[config.mk]
export PLATFORM = sky130hd
export DESIGN_NAME = round_robin_thread_dispatcher_top_flat
export DESIGN_NICKNAME = d
export VERILOG_FILES = /design/src/rrtd_pkg.sv /design/src/rrtd_cmd_if.sv /design/src/rrtd_res_if.sv /design/src/round_robin_thread_dispatcher_top.sv /design/src/rrtd_ctrl.sv /design/src/rrtd_dp.sv /design/src/flat_wrapper.sv
export VERILOG_INCLUDE_DIRS = /design/src /design/src/src
export SDC_FILE = /design/constraint.sdc
export NUM_CORES = 2
export LEC_CHECK = 0
export BUFFER_PORTS_ARGS = -buffer_cell sky130_fd_sc_hd__buf_2
export CAP_MARGIN = 30
export CORE_AREA = 2 2 566 568
export CTS_CLUSTER_DIAMETER = 200
export DETAILED_ROUTE_END_ITERATION = 10
export DIE_AREA = 0 0 568 570
export PLACE_DENSITY = 0.54
export SYNTH_ARGS = -nofsm -noshare
export SYNTH_HDL_FRONTEND = slang
export SYNTH_SLANG_ARGS = --single-unit
[constraint.sdc]
create_clock -name clk -period 15.9 [get_ports clk]
set_input_delay 3.18 -clock clk [delete_from_list [all_inputs] [get_ports clk]]
set_output_delay 3.18 -clock clk [all_outputs]
set_load 0.03 [all_outputs]
[src/round_robin_thread_dispatcher_top_defines.svh]
// Assertion macros used by the dispatcher datapath.
`ifndef ROUND_ROBIN_THREAD_DISPATCHER_TOP_DEFINES_SVH
`define ROUND_ROBIN_THREAD_DISPATCHER_TOP_DEFINES_SVH
`ifndef SYNTH
`define RRTD_ASSERT_ALWAYS(lbl, cond, msg) \
    lbl: assert property (@(posedge clk) disable iff (!rst_n) (cond)) else $error(msg);
`define RRTD_ASSERT_NEXT(lbl, pre, post, msg) \
    lbl: assert property (@(posedge clk) disable iff (!rst_n) (pre) |=> (post)) else $error(msg);
`else
`define RRTD_ASSERT_ALWAYS(lbl, cond, msg)
`define RRTD_ASSERT_NEXT(lbl, pre, post, msg)
`endif
`endif

[src/rrtd_pkg.sv]
package rrtd_pkg;

    localparam int NUM_CPUS    = 4;
    localparam int NUM_THREADS = 32;
    localparam int WAKE_BATCH  = 16;

    localparam int CPU_W      = 2;
    localparam int THR_W      = 5;
    localparam int PTR_W      = 6;
    localparam int LEN_W      = 6;
    localparam int Q_W        = 8;
    localparam int ST_W       = 3;
    localparam int TAG_W      = 32;
    localparam int CNT_W      = 5;
    localparam int CMD_W      = 3;
    localparam int CFG_IDX_W  = 2;
    localparam int CFG_DATA_W = 8;

    localparam logic [Q_W-1:0] QUANTUM_RESET = 8'd4;
    localparam logic [3:0]     ONLINE_RESET  = 4'b0001;

    localparam logic [CMD_W-1:0] CMD_CREATE = 3'd0;
    localparam logic [CMD_W-1:0] CMD_READY  = 3'd1;
    localparam logic [CMD_W-1:0] CMD_TICK   = 3'd2;
    localparam logic [CMD_W-1:0] CMD_YIELD  = 3'd3;
    localparam logic [CMD_W-1:0] CMD_BLOCK  = 3'd4;
    localparam logic [CMD_W-1:0] CMD_WAKE   = 3'd5;
    localparam logic [CMD_W-1:0] CMD_TERM   = 3'd6;
    localparam logic [CMD_W-1:0] CMD_NONE   = 3'd7;

    localparam logic [ST_W-1:0] ST_NEW   = 3'd0;
    localparam logic [ST_W-1:0] ST_READY = 3'd1;
    localparam logic [ST_W-1:0] ST_RUN   = 3'd2;
    localparam logic [ST_W-1:0] ST_WAIT  = 3'd3;
    localparam logic [ST_W-1:0] ST_TERM  = 3'd4;

    localparam logic [CFG_IDX_W-1:0] CFG_QUANTUM = 2'd0;
    localparam logic [CFG_IDX_W-1:0] CFG_ONLINE  = 2'd1;
    localparam logic [CFG_IDX_W-1:0] CFG_ACTIVE  = 2'd2;

    typedef enum logic [3:0] {
        OP_NOP,
        OP_LOAD,
        OP_DECODE,
        OP_CREATE,
        OP_MKRDY,
        OP_LINK,
        OP_EVAL,
        OP_BLKLINK,
        OP_POP,
        OP_SETRUN,
        OP_PUSHCUR,
        OP_SCAN,
        OP_UNP,
        OP_UNN,
        OP_OUTLOAD
    } op_t;

    typedef struct packed {
        op_t  op;
        logic chk;
    } dp_cmd_t;

    typedef struct packed {
        logic [CMD_W-1:0] cmd;
        logic             mk_go;
        logic             online;
        logic             eval_swap;
        logic             eval_blk;
        logic             pop_same;
        logic             stays;
        logic             scan_end;
        logic             scan_match;
        logic             wall;
        logic             out_busy;
    } dp_stat_t;

endpackage

[src/rrtd_cmd_if.sv]
interface rrtd_cmd_if import rrtd_pkg::*; ();
    logic                    valid;
    logic                    ready;
    logic [CMD_W-1:0]        cmd;
    logic [CPU_W-1:0]        cpu;
    logic [THR_W-1:0]        thread;
    logic signed [2:0]       affinity;
    logic [TAG_W-1:0]        wait_tag;
    logic                    wake_every;

    modport source (output valid, cmd, cpu, thread, affinity, wait_tag, wake_every,
                    input ready);
    modport sink (input valid, cmd, cpu, thread, affinity, wait_tag, wake_every,
                  output ready);
endinterface

[src/rrtd_res_if.sv]
interface rrtd_res_if import rrtd_pkg::*; ();
    logic             valid;
    logic             ready;
    logic             status;
    logic             switched;
    logic [THR_W-1:0] prev_thread;
    logic [THR_W-1:0] next_thread;
    logic [CPU_W-1:0] chosen_cpu;
    logic [CNT_W-1:0] woken_count;
    logic             can_block;

    modport source (output valid, status, switched, prev_thread, next_thread,
                    chosen_cpu, woken_count, can_block, input ready);
    modport sink (input valid, status, switched, prev_thread, next_thread,
                  chosen_cpu, woken_count, can_block, output ready);
endinterface

[src/round_robin_thread_dispatcher_top.sv]
// Channel   Role    Payload
// cmd_ch    sink    cmd, cpu, thread, affinity, wait_tag, wake_every
// res_ch    source  status, switched, prev_thread, next_thread, chosen_cpu,
//                   woken_count, can_block
// cfg port  write   cfg_we, cfg_index, cfg_data (no read-back)
//
// One command is handled at a time; a transfer on cmd_ch is taken only when the
// sequencer is idle. A wake scans the wait list waiter by waiter (at most 32
// scanned, at most 16 released) and releases each match, stopping at the first
// one unless wake_every is set; every command is paced by the serial walk
// through the thread tables.
// Reset is asynchronous and active low; no clearing pass is needed.
// A stalled res_ch holds the result while the next command is already taken.
module round_robin_thread_dispatcher_top import rrtd_pkg::*; (
    input  logic                  clk,
    input  logic                  rst_n,
    input  logic                  cfg_we,
    input  logic [CFG_IDX_W-1:0]  cfg_index,
    input  logic [CFG_DATA_W-1:0] cfg_data,
    rrtd_cmd_if.sink              cmd_ch,
    rrtd_res_if.source            res_ch
);

    dp_cmd_t  ctl;
    dp_stat_t stat;

    // The controller sequences the steps of each command; the datapath holds
    // the queues, the wait list and the thread tables.
    rrtd_ctrl u_ctrl (
        .clk      (clk),
        .rst_n    (rst_n),
        .in_valid (cmd_ch.valid),
        .in_ready (cmd_ch.ready),
        .ctl      (ctl),
        .stat     (stat)
    );

    rrtd_dp u_dp (
        .clk           (clk),
        .rst_n         (rst_n),
        .ctl           (ctl),
        .stat          (stat),
        .cfg_we        (cfg_we),
        .cfg_index     (cfg_index),
        .cfg_data      (cfg_data),
        .in_cmd        (cmd_ch.cmd),
        .in_cpu        (cmd_ch.cpu),
        .in_thread     (cmd_ch.thread),
        .in_affinity   (cmd_ch.affinity),
        .in_wait_tag   (cmd_ch.wait_tag),
        .in_wake_every (cmd_ch.wake_every),
        .out_ready     (res_ch.ready),
        .out_valid     (res_ch.valid),
        .out_status    (res_ch.status),
        .out_switched  (res_ch.switched),
        .out_prev      (res_ch.prev_thread),
        .out_next      (res_ch.next_thread),
        .out_target    (res_ch.chosen_cpu),
        .out_woken     (res_ch.woken_count),
        .out_can_block (res_ch.can_block)
    );

endmodule

[src/rrtd_ctrl.sv]
module rrtd_ctrl import rrtd_pkg::*; (
    input  logic     clk,
    input  logic     rst_n,
    input  logic     in_valid,
    output logic     in_ready,
    output dp_cmd_t  ctl,
    input  dp_stat_t stat
);

    typedef enum logic [4:0] {
        S_IDLE, S_DECODE, S_CREATE, S_RDY_MK, S_RDY_LINK, S_SCAN, S_UNP, S_UNN,
        S_WK_MK, S_WK_LINK, S_EVAL, S_BLKLINK, S_POP, S_SETRUN, S_PUSHCUR,
        S_CURLINK, S_DONE
    } state_t;

    state_t state_reg, state_next;

    assign in_ready = (state_reg == S_IDLE);

    always_comb
    begin
        ctl.chk = 1'b0;
        ctl.op  = OP_NOP;
        state_next = state_reg;
        case (state_reg)
            S_IDLE:
            begin
                if (in_valid)
                begin
                    ctl.op = OP_LOAD;
                    state_next = S_DECODE;
                end
            end
            S_DECODE:
            begin
                ctl.op = OP_DECODE;
                case (stat.cmd)
                    CMD_CREATE: state_next = S_CREATE;
                    CMD_READY:  state_next = S_RDY_MK;
                    CMD_WAKE:   state_next = S_SCAN;
                    CMD_NONE:   state_next = S_DONE;
                    default:    state_next = S_EVAL;
                endcase
            end
            S_CREATE:
            begin
                ctl.op = OP_CREATE;
                state_next = S_DONE;
            end
            S_RDY_MK:
            begin
                ctl.op  = OP_MKRDY;
                ctl.chk = 1'b1;
                state_next = stat.mk_go ? S_RDY_LINK : S_DONE;
            end
            S_RDY_LINK:
            begin
                ctl.op = OP_LINK;
                state_next = S_DONE;
            end
            S_SCAN:
            begin
                ctl.op = OP_SCAN;
                if (stat.scan_end)
                    state_next = S_DONE;
                else if (stat.scan_match)
                    state_next = S_UNP;
            end
            S_UNP:
            begin
                ctl.op = OP_UNP;
                state_next = S_UNN;
            end
            S_UNN:
            begin
                ctl.op = OP_UNN;
                state_next = S_WK_MK;
            end
            S_WK_MK:
            begin
                ctl.op = OP_MKRDY;
                state_next = S_WK_LINK;
            end
            S_WK_LINK:
            begin
                ctl.op = OP_LINK;
                state_next = stat.wall ? S_SCAN : S_DONE;
            end
            S_EVAL:
            begin
                ctl.op = OP_EVAL;
                if (!stat.online)
                    state_next = S_DONE;
                else if (stat.eval_blk)
                    state_next = S_BLKLINK;
                else if (stat.eval_swap)
                    state_next = S_POP;
                else
                    state_next = S_DONE;
            end
            S_BLKLINK:
            begin
                ctl.op = OP_BLKLINK;
                state_next = S_POP;
            end
            S_POP:
            begin
                ctl.op = OP_POP;
                state_next = stat.pop_same ? S_DONE : S_SETRUN;
            end
            S_SETRUN:
            begin
                ctl.op = OP_SETRUN;
                state_next = stat.stays ? S_PUSHCUR : S_DONE;
            end
            S_PUSHCUR:
            begin
                ctl.op = OP_PUSHCUR;
                state_next = S_CURLINK;
            end
            S_CURLINK:
            begin
                ctl.op = OP_LINK;
                state_next = S_DONE;
            end
            S_DONE:
            begin
                if (!stat.out_busy)
                begin
                    ctl.op = OP_OUTLOAD;
                    state_next = S_IDLE;
                end
            end
            default: state_next = S_IDLE;
        endcase
    end

    always_ff @(posedge clk or negedge rst_n)
    begin
        if (!rst_n)
            state_reg <= S_IDLE;
        else
            state_reg <= state_next;
    end

endmodule

[src/rrtd_dp.sv]
`include "round_robin_thread_dispatcher_top_defines.svh"
module rrtd_dp import rrtd_pkg::*; (
    input  logic                  clk,
    input  logic                  rst_n,
    input  dp_cmd_t               ctl,
    output dp_stat_t              stat,
    input  logic                  cfg_we,
    input  logic [CFG_IDX_W-1:0]  cfg_index,
    input  logic [CFG_DATA_W-1:0] cfg_data,
    input  logic [CMD_W-1:0]      in_cmd,
    input  logic [CPU_W-1:0]      in_cpu,
    input  logic [THR_W-1:0]      in_thread,
    input  logic signed [2:0]     in_affinity,
    input  logic [TAG_W-1:0]      in_wait_tag,
    input  logic                  in_wake_every,
    input  logic                  out_ready,
    output logic                  out_valid,
    output logic                  out_status,
    output logic                  out_switched,
    output logic [THR_W-1:0]      out_prev,
    output logic [THR_W-1:0]      out_next,
    output logic [CPU_W-1:0]      out_target,
    output logic [CNT_W-1:0]      out_woken,
    output logic                  out_can_block
);

    localparam logic [PTR_W-1:0] NIL = PTR_W'(NUM_THREADS);

    // Configuration
    logic [Q_W-1:0] qrel_reg;
    logic [3:0]     mask_reg;
    logic           act_reg;

    // Per-thread tables, one access address per cycle
    logic [ST_W-1:0]  st_reg   [NUM_THREADS];
    logic [Q_W-1:0]   q_reg    [NUM_THREADS];
    logic [2:0]       bnd_reg  [NUM_THREADS];
    logic [THR_W-1:0] rnx_reg  [NUM_THREADS];
    logic [TAG_W-1:0] wtag_reg [NUM_THREADS];
    logic [PTR_W-1:0] wnx_reg  [NUM_THREADS];
    logic [PTR_W-1:0] wpv_reg  [NUM_THREADS];

    logic [THR_W-1:0] running_reg [NUM_CPUS], running_next [NUM_CPUS];
    logic [THR_W-1:0] rhead_reg [NUM_CPUS], rhead_next [NUM_CPUS];
    logic [THR_W-1:0] rtail_reg [NUM_CPUS], rtail_next [NUM_CPUS];
    logic [LEN_W-1:0] rlen_reg [NUM_CPUS], rlen_next [NUM_CPUS];
    logic [PTR_W-1:0] whead_reg, whead_next, wtail_reg, wtail_next;
    logic [CPU_W-1:0] rr_reg, rr_next;

    logic [CMD_W-1:0] cmd_reg, cmd_next;
    logic [CPU_W-1:0] cpu_reg, cpu_next;
    logic [THR_W-1:0] thr_reg, thr_next;
    logic [2:0]       aff_reg, aff_next;
    logic [TAG_W-1:0] tag_reg, tag_next;
    logic             wall_reg, wall_next;

    logic [THR_W-1:0] cur_reg, cur_next, nx_reg, nx_next, mrt_reg, mrt_next;
    logic [THR_W-1:0] pt_reg, pt_next, ptail_reg, ptail_next;
    logic             pempty_reg, pempty_next, stays_reg, stays_next;
    logic [PTR_W-1:0] e_reg, e_next, enext_reg, enext_next;
    logic [PTR_W-1:0] up_reg, up_next, un_reg, un_next, guard_reg, guard_next;
    logic [CNT_W-1:0] n_reg, n_next;

    logic             rs_status_reg, rs_status_next, rs_sw_reg, rs_sw_next;
    logic [THR_W-1:0] rs_prev_reg, rs_prev_next;
    logic [CPU_W-1:0] rs_tgt_reg, rs_tgt_next;
    logic             rs_canb_reg, rs_canb_next;

    logic             out_valid_reg, out_valid_next;
    logic             o_status_reg, o_sw_reg, o_canb_reg;
    logic [THR_W-1:0] o_prev_reg, o_next_reg;
    logic [CPU_W-1:0] o_tgt_reg;
    logic [CNT_W-1:0] o_woken_reg;

    logic [THR_W-1:0] addr;
    logic [ST_W-1:0]  rd_st;
    logic [Q_W-1:0]   rd_q;
    logic [2:0]       rd_bnd;
    logic [THR_W-1:0] rd_rnx;
    logic [TAG_W-1:0] rd_wtag;
    logic [PTR_W-1:0] rd_wnx, rd_wpv;

    logic             we_st, we_q, we_bnd, we_rnx, we_wtag, we_wnx, we_wpv;
    logic [ST_W-1:0]  wd_st;
    logic [Q_W-1:0]   wd_q;
    logic [2:0]       wd_bnd;
    logic [THR_W-1:0] wd_rnx;
    logic [PTR_W-1:0] wd_wnx, wd_wpv;

    logic [CPU_W-1:0] rr_tgt;
    logic             tvalid, idle, mk_go, online;
    logic             ev_swap, ev_blk, ev_wq, ev_wst, ev_stays;
    logic [Q_W-1:0]   ev_q;
    logic [ST_W-1:0]  ev_st, ev_newst;
    logic             pop_empty, scan_end, scan_match;
    logic [THR_W-1:0] pop_nx;

    always_comb
    begin
        case (ctl.op)
            OP_CREATE, OP_MKRDY: addr = mrt_reg;
            OP_LINK:             addr = ptail_reg;
            OP_EVAL, OP_PUSHCUR: addr = cur_reg;
            OP_BLKLINK:          addr = wtail_reg[THR_W-1:0];
            OP_POP:              addr = rhead_reg[cpu_reg];
            OP_SETRUN:           addr = nx_reg;
            OP_SCAN:             addr = e_reg[THR_W-1:0];
            OP_UNP:              addr = up_reg[THR_W-1:0];
            OP_UNN:              addr = un_reg[THR_W-1:0];
            default:             addr = '0;
        endcase
    end

    assign rd_st   = st_reg[addr];
    assign rd_q    = q_reg[addr];
    assign rd_bnd  = bnd_reg[addr];
    assign rd_rnx  = rnx_reg[addr];
    assign rd_wtag = wtag_reg[addr];
    assign rd_wnx  = wnx_reg[addr];
    assign rd_wpv  = wpv_reg[addr];

    // First online CPU from the round-robin pointer upward, CPU 0 if none.
    always_comb
    begin
        logic             found;
        logic [CPU_W-1:0] idx;
        found  = 1'b0;
        rr_tgt = '0;
        for (int i = 0; i < NUM_CPUS; i++)
        begin
            idx = CPU_W'((int'(rr_reg) + i) % NUM_CPUS);
            if (!found && mask_reg[idx])
            begin
                rr_tgt = idx;
                found  = 1'b1;
            end
        end
    end

    assign tvalid     = (thr_reg >= THR_W'(NUM_CPUS));
    assign idle       = (cur_reg == THR_W'(cpu_reg));
    assign online     = mask_reg[cpu_reg];
    assign mk_go      = !ctl.chk || (tvalid && rd_st == ST_NEW);
    assign pop_empty  = (rlen_reg[cpu_reg] == '0);
    assign pop_nx     = pop_empty ? THR_W'(cpu_reg) : rhead_reg[cpu_reg];
    assign scan_match = (rd_wtag == tag_reg);
    assign scan_end   = e_reg[PTR_W-1] || (n_reg == CNT_W'(WAKE_BATCH))
                        || (guard_reg == PTR_W'(NUM_THREADS));

    // Effect of a per-CPU command on the current thread.
    always_comb
    begin
        ev_swap = 1'b0;
        ev_blk  = 1'b0;
        ev_wq   = 1'b0;
        ev_q    = qrel_reg;
        ev_wst  = 1'b0;
        ev_st   = rd_st;
        case (cmd_reg)
            CMD_TICK:
            begin
                if (idle)
                    ev_swap = 1'b1;
                else if (rd_q <= Q_W'(1))
                begin
                    ev_wq   = 1'b1;
                    ev_swap = 1'b1;
                end
                else
                begin
                    ev_wq = 1'b1;
                    ev_q  = rd_q - Q_W'(1);
                end
            end
            CMD_YIELD:
            begin
                ev_wq   = !idle;
                ev_swap = 1'b1;
            end
            CMD_BLOCK:
            begin
                if (rs_canb_reg)
                begin
                    ev_blk  = 1'b1;
                    ev_wst  = 1'b1;
                    ev_st   = ST_WAIT;
                    ev_wq   = 1'b1;
                    ev_swap = 1'b1;
                end
            end
            CMD_TERM:
            begin
                if (!idle)
                begin
                    ev_wst = 1'b1;
                    ev_st  = ST_TERM;
                    ev_wq  = 1'b1;
                end
                ev_swap = 1'b1;
            end
            default: ev_swap = 1'b0;
        endcase
        ev_newst = ev_wst ? ev_st : rd_st;
        ev_stays = (ev_newst != ST_TERM) && (ev_newst != ST_WAIT);
    end

    always_comb
    begin
        stat.cmd        = cmd_reg;
        stat.mk_go      = mk_go;
        stat.online     = online;
        stat.eval_swap  = ev_swap;
        stat.eval_blk   = ev_blk;
        stat.pop_same   = (pop_nx == cur_reg);
        stat.stays      = stays_reg;
        stat.scan_end   = scan_end;
        stat.scan_match = scan_match;
        stat.wall       = wall_reg;
        stat.out_busy   = out_valid_reg && !out_ready;
    end

    always_comb
    begin
        logic             do_push;
        logic [CPU_W-1:0] pc;
        logic [THR_W-1:0] pt;
        logic [CPU_W-1:0] tgt;
        do_push = 1'b0;
        pc      = cpu_reg;
        pt      = cur_reg;
        tgt     = rr_tgt;

        we_st = 1'b0;  wd_st = rd_st;
        we_q = 1'b0;   wd_q = qrel_reg;
        we_bnd = 1'b0; wd_bnd = aff_reg;
        we_rnx = 1'b0; wd_rnx = pt_reg;
        we_wtag = 1'b0;
        we_wnx = 1'b0; wd_wnx = un_reg;
        we_wpv = 1'b0; wd_wpv = up_reg;

        running_next = running_reg;
        rhead_next   = rhead_reg;
        rtail_next   = rtail_reg;
        rlen_next    = rlen_reg;
        whead_next   = whead_reg;
        wtail_next   = wtail_reg;
        rr_next      = rr_reg;

        cmd_next = cmd_reg;   cpu_next = cpu_reg;   thr_next = thr_reg;
        aff_next = aff_reg;   tag_next = tag_reg;   wall_next = wall_reg;
        cur_next = cur_reg;   nx_next = nx_reg;     mrt_next = mrt_reg;
        pt_next = pt_reg;     ptail_next = ptail_reg;
        pempty_next = pempty_reg;  stays_next = stays_reg;
        e_next = e_reg;       enext_next = enext_reg;
        up_next = up_reg;     un_next = un_reg;
        guard_next = guard_reg;    n_next = n_reg;
        rs_status_next = rs_status_reg;  rs_sw_next = rs_sw_reg;
        rs_prev_next = rs_prev_reg;      rs_tgt_next = rs_tgt_reg;
        rs_canb_next = rs_canb_reg;

        case (ctl.op)
            OP_LOAD:
            begin
                cmd_next  = in_cmd;
                cpu_next  = in_cpu;
                thr_next  = in_thread;
                mrt_next  = in_thread;
                aff_next  = in_affinity;
                tag_next  = in_wait_tag;
                wall_next = in_wake_every;
            end
            OP_DECODE:
            begin
                cur_next       = running_reg[cpu_reg];
                e_next         = whead_reg;
                guard_next     = '0;
                n_next         = '0;
                rs_status_next = 1'b0;
                rs_sw_next     = 1'b0;
                rs_tgt_next    = '0;
                rs_prev_next   = running_reg[cpu_reg];
                rs_canb_next   = act_reg && (running_reg[cpu_reg] != THR_W'(cpu_reg));
            end
            OP_CREATE:
            begin
                if (tvalid && (rd_st == ST_NEW || rd_st == ST_TERM))
                begin
                    we_st  = 1'b1;
                    wd_st  = ST_NEW;
                    we_q   = 1'b1;
                    we_bnd = 1'b1;
                end
            end
            OP_MKRDY:
            begin
                if (mk_go)
                begin
                    we_st = 1'b1;
                    wd_st = ST_READY;
                    if (rd_bnd < 3'(NUM_CPUS))
                        tgt = rd_bnd[CPU_W-1:0];
                    else
                        rr_next = rr_reg + CPU_W'(1);
                    do_push = 1'b1;
                    pc      = tgt;
                    pt      = mrt_reg;
                    if (ctl.chk)
                        rs_tgt_next = tgt;
                    else
                    begin
                        n_next = n_reg + CNT_W'(1);
                        e_next = enext_reg;
                    end
                end
            end
            OP_LINK:
            begin
                we_rnx = !pempty_reg;
            end
            OP_EVAL:
            begin
                if (!online)
                    rs_status_next = 1'b1;
                else
                begin
                    we_q  = ev_wq;
                    wd_q  = ev_q;
                    we_st = ev_wst;
                    wd_st = ev_st;
                    stays_next = ev_stays;
                    if (ev_blk)
                    begin
                        we_wtag = 1'b1;
                        we_wnx  = 1'b1;
                        wd_wnx  = NIL;
                        we_wpv  = 1'b1;
                        wd_wpv  = wtail_reg;
                    end
                end
            end
            OP_BLKLINK:
            begin
                if (!wtail_reg[PTR_W-1])
                begin
                    we_wnx = 1'b1;
                    wd_wnx = PTR_W'(cur_reg);
                end
                else
                    whead_next = PTR_W'(cur_reg);
                wtail_next = PTR_W'(cur_reg);
            end
            OP_POP:
            begin
                nx_next = pop_nx;
                if (!pop_empty)
                begin
                    rlen_next[cpu_reg] = rlen_reg[cpu_reg] - LEN_W'(1);
                    if (rlen_reg[cpu_reg] == LEN_W'(1))
                    begin
                        rhead_next[cpu_reg] = '0;
                        rtail_next[cpu_reg] = '0;
                    end
                    else
                        rhead_next[cpu_reg] = rd_rnx;
                end
            end
            OP_SETRUN:
            begin
                we_st = 1'b1;
                wd_st = ST_RUN;
                running_next[cpu_reg] = nx_reg;
                rs_sw_next = 1'b1;
            end
            OP_PUSHCUR:
            begin
                we_st   = !idle;
                wd_st   = ST_READY;
                do_push = 1'b1;
                pc      = cpu_reg;
                pt      = cur_reg;
            end
            OP_SCAN:
            begin
                if (!scan_end)
                begin
                    guard_next = guard_reg + PTR_W'(1);
                    if (scan_match)
                    begin
                        up_next    = rd_wpv;
                        un_next    = rd_wnx;
                        enext_next = rd_wnx;
                        mrt_next   = e_reg[THR_W-1:0];
                    end
                    else
                        e_next = rd_wnx;
                end
            end
            OP_UNP:
            begin
                if (!up_reg[PTR_W-1])
                    we_wnx = 1'b1;
                else
                    whead_next = un_reg;
            end
            OP_UNN:
            begin
                if (!un_reg[PTR_W-1])
                    we_wpv = 1'b1;
                else
                    wtail_next = up_reg;
            end
            default: do_push = 1'b0;
        endcase

        if (do_push)
        begin
            ptail_next  = rtail_reg[pc];
            pempty_next = (rlen_reg[pc] == '0);
            pt_next     = pt;
            if (rlen_reg[pc] == '0)
                rhead_next[pc] = pt;
            rtail_next[pc] = pt;
            rlen_next[pc]  = rlen_reg[pc] + LEN_W'(1);
        end
    end

    assign out_valid_next = (out_valid_reg && !out_ready) || (ctl.op == OP_OUTLOAD);

    always_ff @(posedge clk or negedge rst_n)
    begin
        if (!rst_n)
        begin
            qrel_reg <= QUANTUM_RESET;
            mask_reg <= ONLINE_RESET;
            act_reg  <= 1'b0;
            for (int i = 0; i < NUM_THREADS; i++)
            begin
                st_reg[i]  <= (i < NUM_CPUS) ? ST_RUN : ST_NEW;
                q_reg[i]   <= QUANTUM_RESET;
                bnd_reg[i] <= (i < NUM_CPUS) ? 3'(i) : 3'b111;
            end
            for (int c = 0; c < NUM_CPUS; c++)
            begin
                running_reg[c] <= THR_W'(c);
                rhead_reg[c]   <= '0;
                rtail_reg[c]   <= '0;
                rlen_reg[c]    <= '0;
            end
            whead_reg     <= NIL;
            wtail_reg     <= NIL;
            rr_reg        <= '0;
            out_valid_reg <= 1'b0;
        end
        else
        begin
            if (cfg_we)
            begin
                case (cfg_index)
                    CFG_QUANTUM: qrel_reg <= cfg_data;
                    CFG_ONLINE:  mask_reg <= cfg_data[3:0];
                    CFG_ACTIVE:  act_reg  <= cfg_data[0];
                    default:     act_reg  <= act_reg;
                endcase
            end
            if (we_st)
                st_reg[addr] <= wd_st;
            if (we_q)
                q_reg[addr] <= wd_q;
            if (we_bnd)
                bnd_reg[addr] <= wd_bnd;
            running_reg   <= running_next;
            rhead_reg     <= rhead_next;
            rtail_reg     <= rtail_next;
            rlen_reg      <= rlen_next;
            whead_reg     <= whead_next;
            wtail_reg     <= wtail_next;
            rr_reg        <= rr_next;
            out_valid_reg <= out_valid_next;
        end
    end

    // Link and tag tables hold no reset: they are read only through links.
    always_ff @(posedge clk)
    begin
        if (we_rnx)
            rnx_reg[addr] <= wd_rnx;
        if (we_wtag)
            wtag_reg[addr] <= tag_reg;
        if (we_wnx)
            wnx_reg[addr] <= wd_wnx;
        if (we_wpv)
            wpv_reg[addr] <= wd_wpv;

        cmd_reg <= cmd_next;   cpu_reg <= cpu_next;   thr_reg <= thr_next;
        aff_reg <= aff_next;   tag_reg <= tag_next;   wall_reg <= wall_next;
        cur_reg <= cur_next;   nx_reg <= nx_next;     mrt_reg <= mrt_next;
        pt_reg <= pt_next;     ptail_reg <= ptail_next;
        pempty_reg <= pempty_next;  stays_reg <= stays_next;
        e_reg <= e_next;       enext_reg <= enext_next;
        up_reg <= up_next;     un_reg <= un_next;
        guard_reg <= guard_next;    n_reg <= n_next;
        rs_status_reg <= rs_status_next;  rs_sw_reg <= rs_sw_next;
        rs_prev_reg <= rs_prev_next;      rs_tgt_reg <= rs_tgt_next;
        rs_canb_reg <= rs_canb_next;

        if (ctl.op == OP_OUTLOAD)
        begin
            o_status_reg <= rs_status_reg;
            o_sw_reg     <= rs_sw_reg;
            o_prev_reg   <= rs_prev_reg;
            o_next_reg   <= running_reg[cpu_reg];
            o_tgt_reg    <= rs_tgt_reg;
            o_woken_reg  <= n_reg;
            o_canb_reg   <= rs_canb_reg;
        end
    end

    assign out_valid     = out_valid_reg;
    assign out_status    = o_status_reg;
    assign out_switched  = o_sw_reg;
    assign out_prev      = o_prev_reg;
    assign out_next      = o_next_reg;
    assign out_target    = o_tgt_reg;
    assign out_woken     = o_woken_reg;
    assign out_can_block = o_canb_reg;

    // The scan counters are only meaningful while a wake walks the list.
    `RRTD_ASSERT_ALWAYS(a_woken_max, ctl.op != OP_SCAN || n_reg <= CNT_W'(WAKE_BATCH), "wake count beyond batch")
    `RRTD_ASSERT_ALWAYS(a_guard_max, ctl.op != OP_SCAN || guard_reg <= PTR_W'(NUM_THREADS), "scan ran too long")
    `RRTD_ASSERT_NEXT(a_out_load, ctl.op == OP_OUTLOAD, out_valid_reg, "result not shown")
    `RRTD_ASSERT_NEXT(a_switch_runs, ctl.op == OP_SETRUN, running_reg[cpu_reg] == nx_reg, "switch lost")

endmodule
[src/flat_wrapper.sv]
// flat-port wrapper written by rule: the top's interface ports become plain ports
module round_robin_thread_dispatcher_top_flat import rrtd_pkg::*;
  (clk, rst_n, cfg_we, cfg_index, cfg_data, cmd_ch_valid, cmd_ch_cmd, cmd_ch_cpu, cmd_ch_thread, cmd_ch_affinity, cmd_ch_wait_tag, cmd_ch_wake_every, cmd_ch_ready, res_ch_valid, res_ch_status, res_ch_switched, res_ch_prev_thread, res_ch_next_thread, res_ch_chosen_cpu, res_ch_woken_count, res_ch_can_block, res_ch_ready);
  rrtd_cmd_if cmd_ch_i ();
  rrtd_res_if res_ch_i ();
  input  logic clk;
  input  logic rst_n;
  input  logic cfg_we;
  input  logic [CFG_IDX_W-1:0] cfg_index;
  input  logic [CFG_DATA_W-1:0] cfg_data;
  input wire logic [$bits(cmd_ch_i.valid)-1:0] cmd_ch_valid;
  input wire logic [$bits(cmd_ch_i.cmd)-1:0] cmd_ch_cmd;
  input wire logic [$bits(cmd_ch_i.cpu)-1:0] cmd_ch_cpu;
  input wire logic [$bits(cmd_ch_i.thread)-1:0] cmd_ch_thread;
  input wire logic [$bits(cmd_ch_i.affinity)-1:0] cmd_ch_affinity;
  input wire logic [$bits(cmd_ch_i.wait_tag)-1:0] cmd_ch_wait_tag;
  input wire logic [$bits(cmd_ch_i.wake_every)-1:0] cmd_ch_wake_every;
  output wire logic [$bits(cmd_ch_i.ready)-1:0] cmd_ch_ready;
  output wire logic [$bits(res_ch_i.valid)-1:0] res_ch_valid;
  output wire logic [$bits(res_ch_i.status)-1:0] res_ch_status;
  output wire logic [$bits(res_ch_i.switched)-1:0] res_ch_switched;
  output wire logic [$bits(res_ch_i.prev_thread)-1:0] res_ch_prev_thread;
  output wire logic [$bits(res_ch_i.next_thread)-1:0] res_ch_next_thread;
  output wire logic [$bits(res_ch_i.chosen_cpu)-1:0] res_ch_chosen_cpu;
  output wire logic [$bits(res_ch_i.woken_count)-1:0] res_ch_woken_count;
  output wire logic [$bits(res_ch_i.can_block)-1:0] res_ch_can_block;
  input wire logic [$bits(res_ch_i.ready)-1:0] res_ch_ready;
  assign cmd_ch_i.valid = cmd_ch_valid;
  assign cmd_ch_i.cmd = cmd_ch_cmd;
  assign cmd_ch_i.cpu = cmd_ch_cpu;
  assign cmd_ch_i.thread = cmd_ch_thread;
  assign cmd_ch_i.affinity = cmd_ch_affinity;
  assign cmd_ch_i.wait_tag = cmd_ch_wait_tag;
  assign cmd_ch_i.wake_every = cmd_ch_wake_every;
  assign cmd_ch_ready = cmd_ch_i.ready;
  assign res_ch_valid = res_ch_i.valid;
  assign res_ch_status = res_ch_i.status;
  assign res_ch_switched = res_ch_i.switched;
  assign res_ch_prev_thread = res_ch_i.prev_thread;
  assign res_ch_next_thread = res_ch_i.next_thread;
  assign res_ch_chosen_cpu = res_ch_i.chosen_cpu;
  assign res_ch_woken_count = res_ch_i.woken_count;
  assign res_ch_can_block = res_ch_i.can_block;
  assign res_ch_i.ready = res_ch_ready;
  round_robin_thread_dispatcher_top u_core (.clk(clk), .rst_n(rst_n), .cfg_we(cfg_we), .cfg_index(cfg_index), .cfg_data(cfg_data), .cmd_ch(cmd_ch_i), .res_ch(res_ch_i));
endmodule
==> summary.md <==
| Metric | Value |
|---|---|
| Status | `finished clean` |
| R2R setup slack | `6.75 ns` |
| Number of CTS-inserted buffers | `232` |
| Proportion of layout cells with a drive suffix above 1 | `12.8%` |
| #FFs+latches synth | `2258` |
| # DRC | `0` |
| Synth-to-Final Area Change | `13.3%` |
| MaxCap Viol Count | `0` |
| Worst EP required | `16.41 ns` |
| Count leader, synth | `nand2_1` |
| Number of synthesized flops with an enable pin | `1693` |
| Setup bufs post-CTS | `0` |
| Largest net degree at the start of global routing | `184` |
| Final Skew | `0.0805 ns` |
| Fin Setup TNS | `0 ns` |
| Clock Tree Buf Depth | `4` |
| Share of the synthesized area in the top cell type | `53.5%` |
| CTS H-tree lvls | `4` |
| Synth top cells by count | `nand2_1 (2190), edfxtp_1 (1693), dfrtp_1 (433), nor2_1 (396), nand3_1 (374)` |
| Routed Antenna Nets | `0` |
| GRT Residual Overflow | `0` |
| Startpoint Class | `register` |
| Power Dens Cells | `176 nW/um2` |
| Synth Flop Type | `edfxtp_1` |
| Max reg flops | `1024` |
| Largest area contributor in the netlist | `edfxtp_1` |
| CTS tree | `built` |
| Worst hold slack | `0.447 ns` |
| Hold/Removal Path Class | `reg2reg` |
| Distinct cells, synth | `109` |
| Crit. End Element | `register` |
| Clk Latency, worst-skew pair | `0.91 ns` |
| Worst hold path cell count | `0` |
| Largest cells by area after synthesis | `edfxtp_1 (53%), dfrtp_1 (11%), nand2_1 (8.6%)` |
| Reg clk slew, reported paths | `0.06 ns` |
| Sequential Power Share | `38.1%` |
| Switching part of the total | `37.9%` |
| Part of the Yosys area used for sequential elements | `68.5%` |
| Critical Path AT | `9.66 ns` |
| Std cell rows | `207` |
| Post-Route WL | `288000 um` |
| Vias per Instance | `5.24` |
| # resized after CTS | `0` |
| RSZ-0062 raised after global routing | `false` |
| Slew margin rel. | `9.75%` |
| Setup Crit Path Kind | `reg2reg` |
| Ys Warns | `0` |
| Global-route wire length before repair | `422000 um` |
| R2R depth | `20` |
| Port bufs | `82` |
| Final setup violation count | `0` |
| Final period utilization | `57.5%` |
| Root buf cell | `clkbuf_16` |
| DRT iter0 DRCs | `7070` |
| Top Ports | `83` |
| Vias in the first global route | `61147` |
| Antenna violations before repair | `8` |
| Minimum clock period | `9.15 ns` |
| First-pass detailed-route iteration total | `5` |
| RD Place Congestion | `0.853` |
| Async set-reset flop share out of synthesis | `25.0%` |
| Maximum clock rate | `109 MHz` |
| Core footprint | `317000 um2` |
| Final std cell area, no fill | `108000 um2` |
| Number of hold buffers added after CTS | `0` |
| DIE WIDTH | `568 um` |
| DIE AREA | `324000 um2` |
| Pleak | `0.0386 uW` |
| Syn_nets | `8012` |
| Final Hold Fails | `0` |
| Vias | `64238` |
| Comb pwr share | `34.1%` |
| DR WL/cell | `23.4 um` |
| Die height | `570 um` |
| DP Wirelength | `157000 um` |
| Peak supply drop | `0.000187 V` |
| Synthesized area | `95100 um2` |
| Nets | `7970` |
| Slew Limit Fails | `0` |
| Cell Area, Placed | `100000 um2` |
| Pint | `11800 uW` |
| CP max FO | `177` |
| Starting Density | `30.0%` |
| Tot GR Track Use | `17.2%` |
| CTS Sinks | `2258` |
| Syn_area_per_cell | `12.0 um2` |
| Gate Count Post-Synth | `7940` |
| Power share of the clock group | `27.7%` |
| Switch Pwr | `7190 uW` |
| Slew @ Worst Pin | `1.35 ns` |
-- placed cells by master (no fill, tap or decap), types with 13 or more instances in the layout --
master	n
a211oi_1	35
a21oi_1	148
a311oi_1	94
a31oi_1	287
a32oi_1	63
and3_1	336
buf_2	82
buf_4	170
bufinv_16	13
clkbuf_1	52
clkbuf_16	235
clkbuf_8	13
clkinv_1	49
clkinv_2	42
dfrtp_1	433
dfstp_2	132
edfxtp_1	1693
inv_1	34
mux2_2	176
mux2i_1	144
mux4_2	17
nand2_1	2190
nand3_1	373
nand4_1	26
nor2_1	356
nor2_4	35
nor3_1	33
nor4_1	45
o211ai_1	28
o21ai_0	289
o22ai_1	113
xnor2_1	26
xor2_1	37
-- layer usage --
layer,global-route usage (%),routed length (um),share of wire (%)
met5,0,34,0.012
met4,4.88,8410,2.9
met3,2.39,20500,7.1
met2,26.9,130000,45
met1,24.9,128000,45
-- final timing paths --
check	from	end
setup reg to reg	u_core.u_ctrl.state_reg[1]	u_core.u_dp.mrt_reg[3]
max in group asynchronous	rst_n	u_core.u_dp.q_reg[92]
setup / recovery	u_core.u_ctrl.state_reg[1]	u_core.u_dp.mrt_reg[3]
hold reg to reg	u_core.u_dp.rs_tgt_reg[1]	u_core.u_dp.out_target[1]
min in group asynchronous	rst_n	u_core.u_dp.rlen_reg[18]
hold / removal	u_core.u_dp.rs_tgt_reg[1]	u_core.u_dp.out_target[1]
-- worst max-delay path, cell delays in order (launching register included) --
cell,delay [ns]
dfrtp_1,0.93
nor2b_1,0.31
nand2_2,0.23
inv_2,0.12
a221oi_4,0.25
buf_4,0.37
and2_4,0.76
buf_4,0.65
buf_12,0.63
buf_4,0.65
nand2_1,0.12
and3_1,0.21
a31oi_1,0.16
o22ai_1,0.11
nor4_1,0.43
xor2_1,0.14
nor4_1,0.49
nand4_1,0.42
nor4_4,0.98
a21oi_1,0.19
nor2_1,0.36
-- cells by family (layout without fill, tap and decap cells) --
group	count (synthesis)	after routing	share of synthesized area [%]
multiplexers	352	352	4.19
XOR/XNOR	64	64	0.598
AND/OR/NAND/NOR	3496	3496	15.9
buffers and inverters	591	735	2.77
flip-flops	2258	2258	68.5
other	0	4	0
adder cells (fa/ha/maj)	11	11	0.145
AO/OA/AOI/OAI	1168	1168	7.90
-- layout make-up --
cell class	instances	area [um2]
clock buffer	302	6270
inverter	35	131
fill	31090	210000
sequential	2258	65100
tap	4180	5230
antenna	4	10.0
timing repair buffer	280	2270
clock inverter	118	910
multi-input combinational	5091	27800
-- power groups by stage --
stage | registers (uW) | clock network [uW] | logic (uW)
final | 7240 | 5270 | 6480
after global routing | 7280 | 5590 | 6980
after CTS | 7250 | 5360 | 6440
after detailed placement | 7360 | 0 | 6410
after global placement | 7360 | 0 | 6320
after floorplan | 7310 | 0 | 4110
-- through the flow --
stage | instances | util (%) | worst slack [ns] | power [uW]
after global placement | 11826 | 31.6 | 6.98 | 13700
after floorplan | 7940 | - | 9.99 | 11400
after CTS | 12257 | 33.9 | 6.84 | 19000
final | 12268 | 34.0 | 6.75 | 19000
after detailed placement | 11837 | 31.6 | 6.85 | 13800
after global routing | 12265 | 34.0 | 6.28 | 19900
No activity file was read; power rests on OpenSTA's default activity.
